`config.mk`:
```
export PLATFORM = sky130hd
export DESIGN_NAME = filename_to_rad50_encoder_top
export DESIGN_NICKNAME = d
export VERILOG_FILES = /design/src/rtl/fnr50_pkg.sv /design/src/rtl/filename_to_rad50_encoder_top.sv
export SDC_FILE = /design/constraint.sdc
export NUM_CORES = 1
export LEC_CHECK = 0
export BUFFER_PORTS_ARGS = -buffer_cell sky130_fd_sc_hd__clkbuf_2
export CORE_MARGIN = 4
export CORE_UTILIZATION = 50
export DETAILED_ROUTE_END_ITERATION = 8
export GPL_TIMING_DRIVEN = 1
export PLACE_DENSITY_LB_ADDON = 0.1
export SLEW_MARGIN = 15
export SYNTH_ARGS = -nofsm -noshare
export SYNTH_HDL_FRONTEND = slang
export SYNTH_SLANG_ARGS = --single-unit
```
`constraint.sdc`:
```
create_clock -name clk -period 4.5 [get_ports clk]
set_input_delay 0.675 -clock clk [delete_from_list [all_inputs] [get_ports clk]]
set_output_delay 0.675 -clock clk [all_outputs]
set_load 0.01 [all_outputs]
```
`src/rtl/fnr50_pkg.sv`:
```
// ----------------------------------------------------------------------------
// Filename to RAD50 encoder - package
// Constants, character map and word packing shared by the encoder files.
// ----------------------------------------------------------------------------
`timescale 1ns / 1ps
`default_nettype none

package fnr50_pkg;

    typedef logic [5:0]  code_t;
    typedef logic [3:0]  count_t;
    typedef logic [15:0] word_t;

    localparam int unsigned MAX_NAME_CHARS = 10;
    localparam int unsigned SLOT_COUNT     = 9;
    localparam int unsigned EXT_SLOT       = 6;
    localparam int unsigned DOT_LAST_POS   = 6;
    localparam int unsigned RADIX          = 40;
    localparam int unsigned COUNT_MAX      = 15;

    localparam code_t BAD_CODE    = 6'd63;
    localparam code_t CODE_DOLLAR = 6'd27;
    localparam code_t CODE_DOT    = 6'd28;

    localparam logic [7:0] CH_SPACE  = 8'h20;
    localparam logic [7:0] CH_DOLLAR = 8'h24;
    localparam logic [7:0] CH_DOT    = 8'h2E;
    localparam logic [7:0] CH_UPPER_A = 8'h41;
    localparam logic [7:0] CH_UPPER_Z = 8'h5A;
    localparam logic [7:0] CH_LOWER_A = 8'h61;
    localparam logic [7:0] CH_LOWER_Z = 8'h7A;
    localparam logic [7:0] CH_DIGIT_0 = 8'h30;
    localparam logic [7:0] CH_DIGIT_9 = 8'h39;
    localparam logic [7:0] UPPER_BASE = 8'h40;
    localparam logic [7:0] LOWER_BASE = 8'h60;
    localparam logic [7:0] DIGIT_BASE = 8'h12;

    function automatic code_t code_of(input logic [7:0] ch);
        logic [7:0] diff;
        diff = 8'd0;
        if (ch == CH_SPACE) begin
            return 6'd0;
        end
        if (ch == CH_DOLLAR) begin
            return CODE_DOLLAR;
        end
        if (ch == CH_DOT) begin
            return CODE_DOT;
        end
        if (ch >= CH_UPPER_A && ch <= CH_UPPER_Z) begin
            diff = ch - UPPER_BASE;
            return diff[5:0];
        end
        if (ch >= CH_DIGIT_0 && ch <= CH_DIGIT_9) begin
            diff = ch - DIGIT_BASE;
            return diff[5:0];
        end
        if (ch >= CH_LOWER_A && ch <= CH_LOWER_Z) begin
            diff = ch - LOWER_BASE;
            return diff[5:0];
        end
        return BAD_CODE;
    endfunction

    function automatic word_t rad50_word(input code_t c0, input code_t c1, input code_t c2);
        word_t w;
        w = word_t'(c0) * word_t'(RADIX * RADIX)
          + word_t'(c1) * word_t'(RADIX)
          + word_t'(c2);
        return w;
    endfunction

endpackage

`default_nettype wire

```
`src/rtl/filename_to_rad50_encoder_top.sv`:
```
// ----------------------------------------------------------------------------
// Filename to RAD50 encoder - top level
// Packs a file name, one character per transaction, into three RAD50 words.
// ----------------------------------------------------------------------------
//  channel   handshake                   payload
//  item      item_valid / item_stall     character[7:0], is_end
//  result    result_valid / result_stall name_word_high, name_word_low,
//                                        extension_word, name_invalid
//
//  One transaction per cycle on the item side while item_stall is low; a result
//  follows its end transaction through the input and result registers.
//  Input register, then slot update / word packing, then result register.
//  Only an end transaction waits for the result register to be free.
//  Reset clears the slots, counters and error flag; an end transaction does too.
`timescale 1ns / 1ps
`default_nettype none

module filename_to_rad50_encoder_top
(
    input  wire logic        clk,
    input  wire logic        rst_n,
    input  wire logic        item_valid,
    output logic             item_stall,
    input  wire logic [7:0]  character,
    input  wire logic        is_end,
    output logic             result_valid,
    input  wire logic        result_stall,
    output logic [15:0]      name_word_high,
    output logic [15:0]      name_word_low,
    output logic [15:0]      extension_word,
    output logic             name_invalid
);

    logic                  in_valid_reg;
    logic [7:0]            in_char_reg;
    logic                  in_end_reg;

    fnr50_pkg::count_t     chars_seen_reg, chars_seen_next;
    fnr50_pkg::count_t     write_slot_reg, write_slot_next;
    logic                  sticky_reg, sticky_next;
    fnr50_pkg::code_t      slot_codes_reg [fnr50_pkg::SLOT_COUNT];
    fnr50_pkg::code_t      slot_codes_next [fnr50_pkg::SLOT_COUNT];

    logic                  out_valid_reg, out_valid_next;
    fnr50_pkg::word_t      word_high_reg, word_high_next;
    fnr50_pkg::word_t      word_low_reg, word_low_next;
    fnr50_pkg::word_t      word_ext_reg, word_ext_next;
    logic                  invalid_reg, invalid_next;

    logic                  out_free;
    logic                  fire;
    logic                  accept;
    logic                  bad_slot;

    assign out_free   = !out_valid_reg || !result_stall;
    assign fire       = in_valid_reg && (!in_end_reg || out_free);
    assign item_stall = in_valid_reg && !fire;
    assign accept     = item_valid && !item_stall;

    always_ff @(posedge clk or negedge rst_n)
    begin
        if (!rst_n)
        begin
            in_valid_reg <= 1'b0;
        end
        else if (accept || fire)
        begin
            in_valid_reg <= accept;
        end
    end

    always_ff @(posedge clk)
    begin
        if (accept)
        begin
            in_char_reg <= character;
            in_end_reg  <= is_end;
        end
    end

    always_comb
    begin
        bad_slot = 1'b0;
        for (int k = 0; k < fnr50_pkg::SLOT_COUNT; k++)
        begin
            if (slot_codes_reg[k] >= fnr50_pkg::code_t'(fnr50_pkg::RADIX))
            begin
                bad_slot = 1'b1;
            end
        end
    end

    always_comb
    begin
        chars_seen_next = chars_seen_reg;
        write_slot_next = write_slot_reg;
        sticky_next     = sticky_reg;
        slot_codes_next = slot_codes_reg;
        out_valid_next  = out_valid_reg && result_stall;
        word_high_next  = word_high_reg;
        word_low_next   = word_low_reg;
        word_ext_next   = word_ext_reg;
        invalid_next    = invalid_reg;

        if (fire)
        begin
            if (in_end_reg)
            begin
                out_valid_next = 1'b1;
                if (sticky_reg || bad_slot)
                begin
                    word_high_next = '0;
                    word_low_next  = '0;
                    word_ext_next  = '0;
                    invalid_next   = 1'b1;
                end
                else
                begin
                    word_high_next = fnr50_pkg::rad50_word(slot_codes_reg[0],
                        slot_codes_reg[1], slot_codes_reg[2]);
                    word_low_next  = fnr50_pkg::rad50_word(slot_codes_reg[3],
                        slot_codes_reg[4], slot_codes_reg[5]);
                    word_ext_next  = fnr50_pkg::rad50_word(slot_codes_reg[6],
                        slot_codes_reg[7], slot_codes_reg[8]);
                    invalid_next   = 1'b0;
                end
                chars_seen_next = '0;
                write_slot_next = '0;
                sticky_next     = 1'b0;
                for (int k = 0; k < fnr50_pkg::SLOT_COUNT; k++)
                begin
                    slot_codes_next[k] = '0;
                end
            end
            else
            begin
                if (chars_seen_reg >= fnr50_pkg::count_t'(fnr50_pkg::MAX_NAME_CHARS))
                begin
                    sticky_next = 1'b1;
                end
                else if (in_char_reg == fnr50_pkg::CH_DOT)
                begin
                    if (chars_seen_reg > fnr50_pkg::count_t'(fnr50_pkg::DOT_LAST_POS))
                    begin
                        sticky_next = 1'b1;
                    end
                    else
                    begin
                        write_slot_next = fnr50_pkg::count_t'(fnr50_pkg::EXT_SLOT);
                    end
                end
                else if (write_slot_reg >= fnr50_pkg::count_t'(fnr50_pkg::SLOT_COUNT))
                begin
                    sticky_next = 1'b1;
                end
                else
                begin
                    slot_codes_next[write_slot_reg] = fnr50_pkg::code_of(in_char_reg);
                    write_slot_next = write_slot_reg + 4'd1;
                end
                if (chars_seen_reg != fnr50_pkg::count_t'(fnr50_pkg::COUNT_MAX))
                begin
                    chars_seen_next = chars_seen_reg + 4'd1;
                end
            end
        end
    end

    always_ff @(posedge clk or negedge rst_n)
    begin
        if (!rst_n)
        begin
            chars_seen_reg <= '0;
            write_slot_reg <= '0;
            sticky_reg     <= 1'b0;
            out_valid_reg  <= 1'b0;
            for (int k = 0; k < fnr50_pkg::SLOT_COUNT; k++)
            begin
                slot_codes_reg[k] <= '0;
            end
        end
        else
        begin
            chars_seen_reg <= chars_seen_next;
            write_slot_reg <= write_slot_next;
            sticky_reg     <= sticky_next;
            out_valid_reg  <= out_valid_next;
            slot_codes_reg <= slot_codes_next;
        end
    end

    always_ff @(posedge clk)
    begin
        word_high_reg <= word_high_next;
        word_low_reg  <= word_low_next;
        word_ext_reg  <= word_ext_next;
        invalid_reg   <= invalid_next;
    end

    assign result_valid   = out_valid_reg;
    assign name_word_high = word_high_reg;
    assign name_word_low  = word_low_reg;
    assign extension_word = word_ext_reg;
    assign name_invalid   = invalid_reg;

endmodule

`default_nettype wire

```
# After elaboration in Yosys (flattened, before gate mapping)
# Cells that the tools add are included.
# totals
out_inout_bits	51
elab_cells	194
regBits	123
# op_classes
addsub	11
mul	6
eq_ne	10
n_mux	102
n_lt_le_gt_ge	20
n_reduce_logical	24
bitwise_logic	1
# ops
op	count
two-way mux 54 bit	4
two-way mux 6 bit	22
two-way mux 1 bit	67
bitwise mux 54 bit	1
>= comparator 6 bit (second input constant)	9
adder 16 x 12 -> 16 bit	3
adder 16 x 6 -> 16 bit	3
multiplier 6 x 5 -> 10 bit (second input constant)	3
two-way mux 4 bit	7
multiplier 6 x 3 -> 9 bit (second input constant)	3
demux 6 bit (select 4 bit)	1
equality test 8 x 6 -> 1 bit (second input constant)	3
>= comparator 8 x 7 -> 1 bit (second input constant)	2
less-or-equal comparator 8 x 7 -> 1 bit (second input constant)	2
adder 4 x 1 -> 4 bit (second input constant)	2
>= comparator 4 bit (second input constant)	2
>= comparator 8 x 6 -> 1 bit (second input constant)	1
less-or-equal comparator 8 x 6 -> 1 bit (second input constant)	1
logical AND 1 bit	8
AND reduction 4 bit	2
inequality test 2 bit (second input constant)	3
inequality test 3 bit (second input constant)	2
subtractor 6 x 1 -> 6 bit (second input constant)	1
subtractor 6 x 5 -> 6 bit (second input constant)	1
other kinds (13)	21

# Depth between registers and ports, before layout
# Gate-level depths: netlist (run 1).
# logic_depth
ltp_word	63
depth_mapped	13
ltp_nobuf	13

# Worst setup path before layout (run 1)
# Ideal clock, no wire load.
# synth_timing
kind	input port to flip-flop
from	input result_stall
to	register slot_codes_reg[30] (netlist bit)
cell_stages	5
required_ns	4.378
arrival_ns	3.188
setup_slack_ns	1.190
setup_time_ns	0.122
path_cell_list	nand3_1 > and3_1 > clkbuf_1 > a21oi_1 > a22o_1
# synth_between
elab_chain_cells	5
# synth_lines
item	line	rtl
start, declared	filename_to_rad50_encoder_top.sv:27	input wire logic result_stall,
logical NOT 1 bit	filename_to_rad50_encoder_top.sv:55	assign out_free = !out_valid_reg || !result_stall;
logical OR 1 bit	filename_to_rad50_encoder_top.sv:55	
logical OR 1 bit	filename_to_rad50_encoder_top.sv:56	assign fire = in_valid_reg && (!in_end_reg || out_free);
logical AND 1 bit	filename_to_rad50_encoder_top.sv:56	
AND reduction 4 bit (no source line)	n/a	
end signal, assigned	filename_to_rad50_encoder_top.sv:188	slot_codes_reg <= slot_codes_next;
end, declared	filename_to_rad50_encoder_top.sv:41	fnr50_pkg::code_t slot_codes_reg [fnr50_pkg::SLOT_COUNT];
# Every way passes these cells.
# A chain may end at the register's enable or synchronous reset.

# Worst setup path in the final report (run 1)
# layout_timing
from	register slot_codes_reg[43] (netlist bit)
to	register word_high_reg[15], in the netlist name_word_high[15] (data pin)
# layout_between
elab_chain_cells	10
# layout_lines
item	line	rtl
parallel branches: the longest is 10 deep, another holds adder 16 x 12 -> 16 bit	n/a	
end signal, assigned	filename_to_rad50_encoder_top.sv:194	word_high_reg <= word_high_next;
end, declared	filename_to_rad50_encoder_top.sv:45	fnr50_pkg::word_t word_high_reg, word_high_next;
# Parallel ways; which one is timed is not known.

==> results of run 1 <==
## area by class of cell
cell class                      instances  area (sq um)  share of cell area [%]
Clock buffer                           28         486.7                   5.181
Clock inverter                          4         20.02                  0.2131
Inverter                               50         187.7                   1.998
Multi-Input combinational cell        567          4711                   50.15
Sequential cell                       123          3368                   35.86
Tap cell                              220         275.3                   2.930
Timing Repair Buffer                   67         345.3                   3.676
## Yosys cell counts, drive strengths merged (4+ instances only)
master and number:
o21a 17, edfxtp 58, nor3b 7, xor2 12, a21o 20, inv 50, a22o 45, or3 4
a21oi 43, o211ai 5, nand2b 5, nor3 14, nor2 53, buf 11, o21bai 5, nand2 22
ha 130, o31ai 6, o21ai 40, o31a 4, clkbuf 8, and3 28, nand4 4, nor2b 9
a211oi 13, fa 9, xnor2 31, nand3 7, dfrtp 65
## worst max-delay path, cell delays in order, from the launching register on
cell	delay [ns]
dfrtp_1	0.41
ha_1	0.31
ha_1	0.23
fa_1	0.42
a21o_1	0.20
a21oi_1	0.18
xnor2_1	0.09
ha_1	0.34
or2_2	0.14
a21oi_1	0.08
a2111oi_0	0.49
xnor2_1	0.19
nor2_1	0.05
## logic make-up (layout without fill, tap and decap cells)
group	Yosys count	after routing
compound gates	219	219
simple gates	164	164
fa+ha+maj	139	139
flops	123	123
buf+inv	69	149
xor+xnor	43	43
mux	2	2
## power by group
group	internal (mW)	switching, mW	total [mW]
clock	0.727	0.458	1.19
combinational	0.585	0.782	1.37
sequential	1.38	0.120	1.50
## metal layers
metal	wire length (um)	part of all wire (%)
met1	8089	46
met5	0	0
met4	212	1.2
met2	8303	48
met3	806	4.6
## worst max path at each step
stage,slack (ns),startpoint,cells after the start,end
finish,1.12,slot_codes_reg[43]$_DFFE_PN0P_,12,name_word_high[15]$_SDFFCE_PP0P_
global route,0.87,slot_codes_reg[43]$_DFFE_PN0P_,12,name_word_high[15]$_SDFFCE_PP0P_
CTS,1.12,slot_codes_reg[43]$_DFFE_PN0P_,12,name_word_high[15]$_SDFFCE_PP0P_
detailed placement,1.15,slot_codes_reg[13]$_DFFE_PN0P_,11,extension_word[15]$_SDFFCE_PP0P_
global placement,1.24,slot_codes_reg[13]$_DFFE_PN0P_,11,extension_word[15]$_SDFFCE_PP0P_
floorplan,1.19,result_stall,5,slot_codes_reg[30]$_DFFE_PN0P_
## placed cells by master, fill, tap and decap left out, types with 4 or more instances in the layout
cell,Yosys,routed
ha_1,130,130
dfrtp_1,65,65
clkbuf_2,1,63
edfxtp_1,58,58
nor2_1,52,52
inv_1,50,50
a22o_1,45,45
o21ai_0,37,37
a21oi_1,36,36
xnor2_1,31,31
and3_1,27,26
nand2_1,22,22
a21o_1,20,20
o21a_1,17,17
clkbuf_16,0,17
nor3_1,14,14
a211oi_1,13,13
xor2_1,12,12
nor2b_1,9,9
fa_1,9,9
clkbuf_1,7,9
nand3_1,7,7
a21oi_2,6,6
nor3b_1,6,6
o31ai_1,5,5
nand2b_1,5,5
o21bai_1,5,5
o211ai_1,5,5
nand4_1,4,4
o31a_1,4,4
clkinv_2,0,4
buf_4,0,4
==> impl_metrics.csv, run 1 <==
group,metric,value,unit
sta,worst_pin_slew,1.076,ns
global_route,grt_use_met2,31.88,%
layout,final_area,9394,sq um
sta,slew_headroom,27.92,%
layout,largest_reg_flops,54,
pwr,power.density,431.6,nW/um^2
sta,skew,0.01016,ns
floorplan,dieArea,18850,sq um
sta,finalSetupViolCount,0,
floorplan,die_w,137.3,um
place,place_congestion,0.8257,
sta,hold_viol_final,0,
critical_path,rrSetupSlack,1.12,ns
place,dpl.cell_count,1027,
critical_path,worst_setup_path_start_kind,"register",
floorplan,row_count,47,
critical_path,required,4.66,ns
min_path,min_path_type,"primary input to async pin",
synthesis,synth_area,8358,sq um
critical_path,cp.arrival,3.54,ns
sta,finalMaxSlewViolations,0,
synthesis,synth_simple_gate_area_share,10.39,%
synthesis,synthFlopType,"dfrtp_1",
layout,layout.nets,978,
global_route,grt_pass1_wl,28890,um
sta,period_needed,3.381,ns
route,firstDrtPassIters,5,
sta,clock.fmax,295.8,MHz
floorplan,io_pins,64,
clock_network,cts_tree,"done",
global_route,grt_max_degree,38,
synthesis,synthCells,759,
pwr,finalPower,4.055,mW
synthesis,yosys.area_share.adder,21.62,%
layout,fill_cells,1437,
clock_network,root_buffer,"clkbuf_16",
global_route,track_usage,19.51,%
clock_network,ctsHoldBuffers,0,
sta,grt_setup_unrepaired,"false",
critical_path,end_kind,"register",
global_route,met1_usage,26.47,%
clock_network,post_cts_resized,0,
synthesis,synth.area.top_cells,"edfxtp_1, dfrtp_1, ha_1",
floorplan,fp.coreArea,16470,sq um
pwr,leakage,4.697,nW
synthesis,synth_top_family_by_area,"adder cells",
synthesis,syn-num-nets,911,
synthesis,synth_seq_cells,123,
synthesis,synth_edf_count,58,
layout,antenna_cells,0,
floorplan,initial_utilization,50.76,%
global_route,first_global_vias,5761,
global_route,antenna_found_initial,0,
critical_path,r2r-start,"slot_codes_reg[43]$_DFFE_PN0P_",
layout,finalNonFillerCells,1059,
clock_network,cts_setup_buffers,0,
synthesis,synth_xor_area_share,4.506,%
synthesis,yosys.cell_types.count,64,
clock_network,cts_buffers,17,
place,pre_cts_slack,1.146,ns
synthesis,syn_avg_cell_area,11.01,sq um
route,vias,5928,
route,antenna_left,0,
synthesis,async_flop_share,52.85,%
synthesis,seq_area_frac_synth,40.30,%
clock_network,clk_latency,0.42,ns
synthesis,synth_top_area_share,20.84,%
layout,syn_to_final_growth,12.40,%
route,post_drt_wl_per_cell,16.44,um
run_status,status,"finished clean",
place,placed_cell_area,8887,sq um
sta,post-route-period-util,75.14,%
critical_path,worstPathMaxFanout,4,
critical_path,r2r_end,"name_word_high[15]$_SDFFCE_PP0P_",
global_route,grt_overflow,0,
sta,timing.setup.tns,0,ns
route,finalWirelength,17410,um
synthesis,muxShareOfSynthArea,0.2695,%
route,route.detailed.drc,0,
place,io_buffers,63,
global_route,grt_util_met3,3.871,%
critical_path,ff2ff_path_depth,12,
job,maxCapViolations,0,
floorplan,die_h,137.3,um
critical_path,critical_path_class,"register to register",
layout,drive_gt1_share,14.30,%
pwr,ir_drop,0.0002848,V
clock_network,htreeDepth,4,
route,drt-initial-drc-count,265,
clock_network,cts_buffer_depth,2,
layout,fin_util,57.05,%
sta,hold_slack,0.3303,ns
route,viasPerCell,5.598,
global_route,busiest_layer,"met2",
clock_network,clk_pin_slew,0.05,ns
place,place_hpwl,13120,um
synthesis,synth_top_cell_by_area,"edfxtp_1",
synthesis,synth_compound_area_share,19.57,%
clock_network,cts_sinks,123,
sta,setup_ws,1.119,ns
synthesis,ys.warnings.count,0,
No activity file was read; power rests on OpenSTA's default activity.
==> inputs of run 2 (changes only) <==
clock period = 3.3 ns   (was 4.5 ns; I/O delays follow)
==> impl_metrics.csv, run 2 (synthesis results as in run 1) <==
group,metric,value,unit
floorplan,die_w,137.3,um
critical_path,critical_path_class,"register to register",
pwr,clkPwrFrac,31.8,%
critical_path,r2r_end,"name_word_high[15]$_SDFFCE_PP0P_",
critical_path,cp.arrival,3.32,ns
clock_network,cts_buffer_depth,2,
sta,timing.setup.tns,0,ns
sta,finalMaxSlewViolations,0,
run_status,status,"finished clean",
global_route,grt_max_degree,66,
clock_network,cts_buffers,17,
pwr,leakage,4.800,nW
global_route,first_global_vias,5943,
sta,hold_slack,0.2447,ns
route,firstDrtPassIters,4,
job,maxCapViolations,0,
layout,seqCellArea,3369,sq um
critical_path,critPathLaunch,"slot_codes_reg[43]$_DFFE_PN0P_",
min_path,min_path_type,"primary input to async pin",
layout,fill_cells,1397,
critical_path,ff2ff_path_depth,12,
pwr,p_switching,1.984,mW
critical_path,worst_setup_path_start_kind,"register",
floorplan,die_h,137.3,um
route,drt-initial-drc-count,290,
critical_path,path_delay_family,"adder cells",
critical_path,end_kind,"register",
layout,final_cell_mix,"ha_1, dfrtp_1, clkbuf_2, edfxtp_1, nor2_1",
critical_path,critical_path.most_common_cell,"ha_1",
critical_path,slowest_stage,"dfrtp_1",
critical_path,required,3.46,ns
pwr,power.density,613.7,nW/um^2
route,antenna_left,0,
critical_path,cp_cell_sequence,"ha_1, ha_1, fa_1, a21o_1, a21oi_1, xnor2_1, ha_1, or2_2, a21oi_2, a2111oi_2, xnor2_1, nor2_1",
pwr,ir_drop,0.0003785,V
sta,grt_setup_unrepaired,"true",
pwr,seq_power_share,34.3,%
critical_path,rrSetupSlack,0.14,ns
floorplan,io_pins,64,
clock_network,cts_sinks,123,
floorplan,fp.coreArea,16470,sq um
sta,period_needed,3.158,ns
place,place_congestion,0.8478,
pwr,finalPower,5.958,mW
critical_path,worstPathMaxFanout,2,
route,post_drt_wl_per_cell,16.79,um
place,pre_cts_slack,-0.004877,ns
sta,slew_headroom,43.54,%
critical_path,slowest_delay,0.40,ns
global_route,track_usage,19.95,%
layout,antenna_cells,0,
place,placed_cell_area,8997,sq um
clock_network,htreeDepth,4,
layout,drive_gt1_share,18.64,%
route,finalWirelength,18020,um
layout,fin_util,58.96,%
pwr,switching_share,33.30,%
floorplan,dieArea,18850,sq um
layout,final_area,9708,sq um
sta,hold_viol_final,0,
layout,final_common_cell,"ha_1",
layout,syn_to_final_growth,16.15,%
sta,worst_pin_slew,0.8470,ns
clock_network,clk_pin_slew,0.06,ns
floorplan,row_count,47,
sta,skew,0.009783,ns
sta,setup_ws,0.1425,ns
sta,finalSetupViolCount,0,
critical_path,r2r-start,"slot_codes_reg[43]$_DFFE_PN0P_",
route,route.detailed.drc,0,
place,dpl.cell_count,1040,
layout,largest_reg_flops,54,
route,viasPerCell,5.632,
place,io_buffers,63,
global_route,grt_overflow,0,
floorplan,initial_utilization,50.76,%
place,place_hpwl,13260,um
sta,post-route-period-util,95.68,%
clock_network,clk_latency,0.43,ns
global_route,antenna_found_initial,0,
global_route,grt_pass1_wl,29710,um
clock_network,cts_tree,"done",
pwr,power.internal,3.974,mW
pwr,power_frac_comb,33.9,%
route,vias,6043,
layout,multi_input_area,4817,sq um
critical_path,worst-path-buf-inv,0,
layout,finalNonFillerCells,1073,
layout,layout.nets,992,
clock_network,root_buffer,"clkbuf_16",
sta,clock.fmax,316.7,MHz
clock_network,ctsHoldBuffers,0,
==> run 2: cell types whose count changed in the layout (fill, tap and decap cells not counted), moves of 3 or more <==
cell	previous run	this run
buf_4	4	17
clkbuf_1	9	1
ha_1	130	124
a21oi_1	36	32
a21oi_2	6	10
ha_4	0	4
o21ai_0	37	34
o21ai_1	2	5
==> run 2: how the worst max path moves through the flow <==
stage | slack [ns] | depth (start not counted) | endpoint
finish | 0.14 | 12 | name_word_high[15]$_SDFFCE_PP0P_
global route | -0.07 | 12 | name_word_high[15]$_SDFFCE_PP0P_
CTS | 0.03 | 12 | name_word_high[15]$_SDFFCE_PP0P_
detailed placement | -0.005 | 11 | extension_word[15]$_SDFFCE_PP0P_
global placement | 0.07 | 11 | extension_word[15]$_SDFFCE_PP0P_
floorplan | 0.17 | 12 | extension_word[14]$_SDFFCE_PP0P_
==> run 2: what timing repair did <==
| action | in CTS | in global routing |
|---|---|---|
| pin swaps | 0 | 3 |
| gates resized for setup | 1 | 20 |
| gates cloned | 0 | 0 |
| endpoints found under the setup margin | 1 | 10 |
| buffers inserted | 0 | 1 |
==> run 2: area by class of cell <==
class                           count  share of cell area, %
Sequential cell                   123                  34.71
Inverter                           50                  1.933
Multi-Input combinational cell    567                  49.62
Clock inverter                     11                  1.173
Clock buffer                       21                  4.962
Tap cell                          220                  2.835
Timing Repair Buffer               81                  4.769
==> run 2: layer usage <==
metal | GRT usage (%) | up-vias | part of all wire, %
met4 | 7.428 | 0 | 2.2
met1 | 26.13 | 2909 | 46
met3 | 3.506 | 31 | 3.8
li1 | - | 2978 | -
met2 | 33.16 | 125 | 48
met5 | 0 | - | 0
==> run 2: power groups by stage <==
| stage | Clock [mW] | Combinational, mW | Sequential [mW] |
|---|---|---|---|
| after global routing | 1.99 | 2.29 | 2.07 |
| after floorplan | 0 | 1.36 | 2.08 |
| final | 1.90 | 2.02 | 2.04 |
| after detailed placement | 0 | 1.96 | 2.07 |
| after global placement | 0 | 1.93 | 2.06 |
| after CTS | 1.92 | 1.99 | 2.04 |
==> inputs of run 3 (changes only) <==
GPL_TIMING_DRIVEN = unset   (was 1)
clock period = 3.8 ns   (was 3.3 ns; I/O delays follow)
==> impl_metrics.csv, run 3 (synthesis results as in run 1) <==
group,metric,value,unit
run_status,status,"finished clean",
critical_path,r2r-start,"slot_codes_reg[49]$_DFFE_PN0P_",
pwr,leakage,4.762,nW
critical_path,required,3.96,ns
clock_network,clk_pin_slew,0.06,ns
sta,finalMaxSlewViolations,0,
clock_network,post_cts_resized,0,
layout,final_cell_mix,"ha_1, dfrtp_1, clkbuf_2, edfxtp_1, nor2_1",
global_route,first_global_vias,5884,
critical_path,cp.arrival,3.58,ns
global_route,grt_pass1_wl,29050,um
clock_network,ctsHoldBuffers,0,
critical_path,cp-endpoint,"name_word_high[15]$_SDFFCE_PP0P_",
floorplan,row_count,47,
layout,antenna_cells,0,
floorplan,initial_utilization,50.76,%
sta,grt_setup_unrepaired,"false",
route,antenna_left,0,
pwr,clkPwrFrac,33.4,%
place,place_hpwl,13060,um
layout,fin_util,57.93,%
sta,setup_ws,0.3783,ns
sta,clock.fmax,292.2,MHz
critical_path,rrSetupSlack,0.38,ns
clock_network,htreeDepth,4,
critical_path,slowest_delay,0.56,ns
route,route.detailed.drc,0,
critical_path,worst_setup_path_start_kind,"register",
critical_path,slowest_stage,"a2111oi_0",
critical_path,end_kind,"register",
global_route,grt_overflow,0,
floorplan,dieArea,18850,sq um
min_path,min_path_type,"primary input to async pin",
critical_path,worstPathMaxFanout,5,
layout,final_common_cell,"ha_1",
pwr,power_frac_comb,31.8,%
pwr,seq_power_share,34.8,%
global_route,track_usage,19.46,%
clock_network,cts_tree,"done",
place,place_congestion,0.8248,
pwr,p_switching,1.666,mW
clock_network,clk_latency,0.42,ns
sta,worst_pin_slew,0.7407,ns
layout,drive_gt1_share,15.22,%
route,finalWirelength,17340,um
sta,slew_headroom,50.62,%
pwr,power.internal,3.448,mW
sta,post-route-period-util,90.05,%
clock_network,cts_sinks,123,
critical_path,critical_path.most_common_cell,"ha_1",
pwr,power.density,536.1,nW/um^2
clock_network,root_buffer,"clkbuf_16",
critical_path,r2r_end,"name_word_high[15]$_SDFFCE_PP0P_",
route,drt-initial-drc-count,274,
layout,layout.nets,980,
sta,hold_slack,0.1319,ns
sta,period_needed,3.422,ns
critical_path,critPathLaunch,"slot_codes_reg[49]$_DFFE_PN0P_",
floorplan,io_pins,64,
global_route,antenna_found_initial,0,
layout,largest_reg_flops,54,
clock_network,cts_setup_buffers,0,
route,vias,5995,
clock_network,cts_buffer_depth,2,
clock_network,cts_buffers,17,
job,maxCapViolations,0,
critical_path,ff2ff_path_depth,9,
critical_path,critical_path_class,"register to register",
place,io_buffers,63,
sta,finalSetupViolCount,0,
route,post_drt_wl_per_cell,16.34,um
layout,fill_cells,1377,
floorplan,die_h,137.3,um
route,firstDrtPassIters,4,
layout,syn_to_final_growth,14.12,%
critical_path,cp_cell_sequence,"ha_1, ha_1, ha_1, fa_1, ha_1, a21oi_1, a2111oi_0, xnor2_1, nor2_1",
route,viasPerCell,5.650,
pwr,switching_share,32.57,%
place,pre_cts_slack,0.4383,ns
global_route,grt_max_degree,46,
sta,timing.setup.tns,0,ns
floorplan,die_w,137.3,um
sta,hold_viol_final,0,
floorplan,fp.coreArea,16470,sq um
pwr,ir_drop,0.0003813,V
sta,skew,0.008977,ns
-- run 3: cell count changes in the layout (fill, tap and decap cells not counted), moves of 3 or more --
cell       previous run  this run
a21oi_1              32        36
a21oi_2              10         6
buf_4                17         6
clkbuf_16            18        21
ha_1                124       130
ha_4                  4         0
o21ai_0              34        37
o21ai_1               5         2
-- run 3: stage by stage --
step                cell area (sq um)  cells  total power [mW]
finish                           9538   1061             5.113
global route                     9538   1061             5.446
CTS                              9538   1061             5.151
detailed placement               8902   1029             3.416
global placement                 8902   1029             3.376
floorplan                        8358    759             2.984
-- run 3: cell type report --
cell class              instances  area (sq um)  share of cell area (%)
clock inverters                 9         102.6                   1.076
well taps                     220         275.3                   2.886
clock buffers                  23         533.0                   5.588
inverters                      50         187.7                   1.968
flip-flops and latches        123          3368                   35.31
multi-input cells             567          4711                   49.39
repair buffers                 69         360.3                   3.778
-- run 3: worst max-delay path, delay by kind of cell, from the launching register on --
kind	cells	cell delay, ns
AO/OA/AOI/OAI	2	0.68
AND/OR/NAND/NOR	1	0.05
XOR/XNOR	1	0.18
flip-flops	1	0.43
adder cells (fa/ha/maj)	5	1.81
-- run 3: how the worst min path moves through the flow --
stage | startpoint | to | slack (ns) | cells past startpoint
finish | rst_n | chars_seen_reg[2]$_DFFE_PN0P_ | 0.13 | 1
global route | rst_n | chars_seen_reg[2]$_DFFE_PN0P_ | 0.17 | 1
CTS | rst_n | chars_seen_reg[2]$_DFFE_PN0P_ | 0.14 | 1
detailed placement | slot_codes_reg[38]$_DFFE_PN0P_ | slot_codes_reg[38]$_DFFE_PN0P_ | 0.49 | 1
global placement | slot_codes_reg[36]$_DFFE_PN0P_ | slot_codes_reg[36]$_DFFE_PN0P_ | 0.49 | 1
floorplan | rst_n | chars_seen_reg[0]$_DFFE_PN0P_ | 0.27 | 0
-- run 3: per-layer routing --
layer  GRT usage [%]  up-vias  wire (um)
met5               0        -          0
met4           6.375        0        309
met3           3.433       23        712
met2           32.07      135       8175
met1           26.09     2872       8144
li1                -     2965          -
-- run 3: power by group through the flow --
stage / combinational (mW) / clock, mW / sequential [mW]
6_report: 1.63 / 1.71 / 1.78
5_1_grt: 1.86 / 1.79 / 1.80
4_1_cts: 1.64 / 1.73 / 1.78
3_5_place_dp: 1.61 / 0 / 1.80
3_3_place_gp: 1.58 / 0 / 1.80
2_1_floorplan: 1.18 / 0 / 1.81
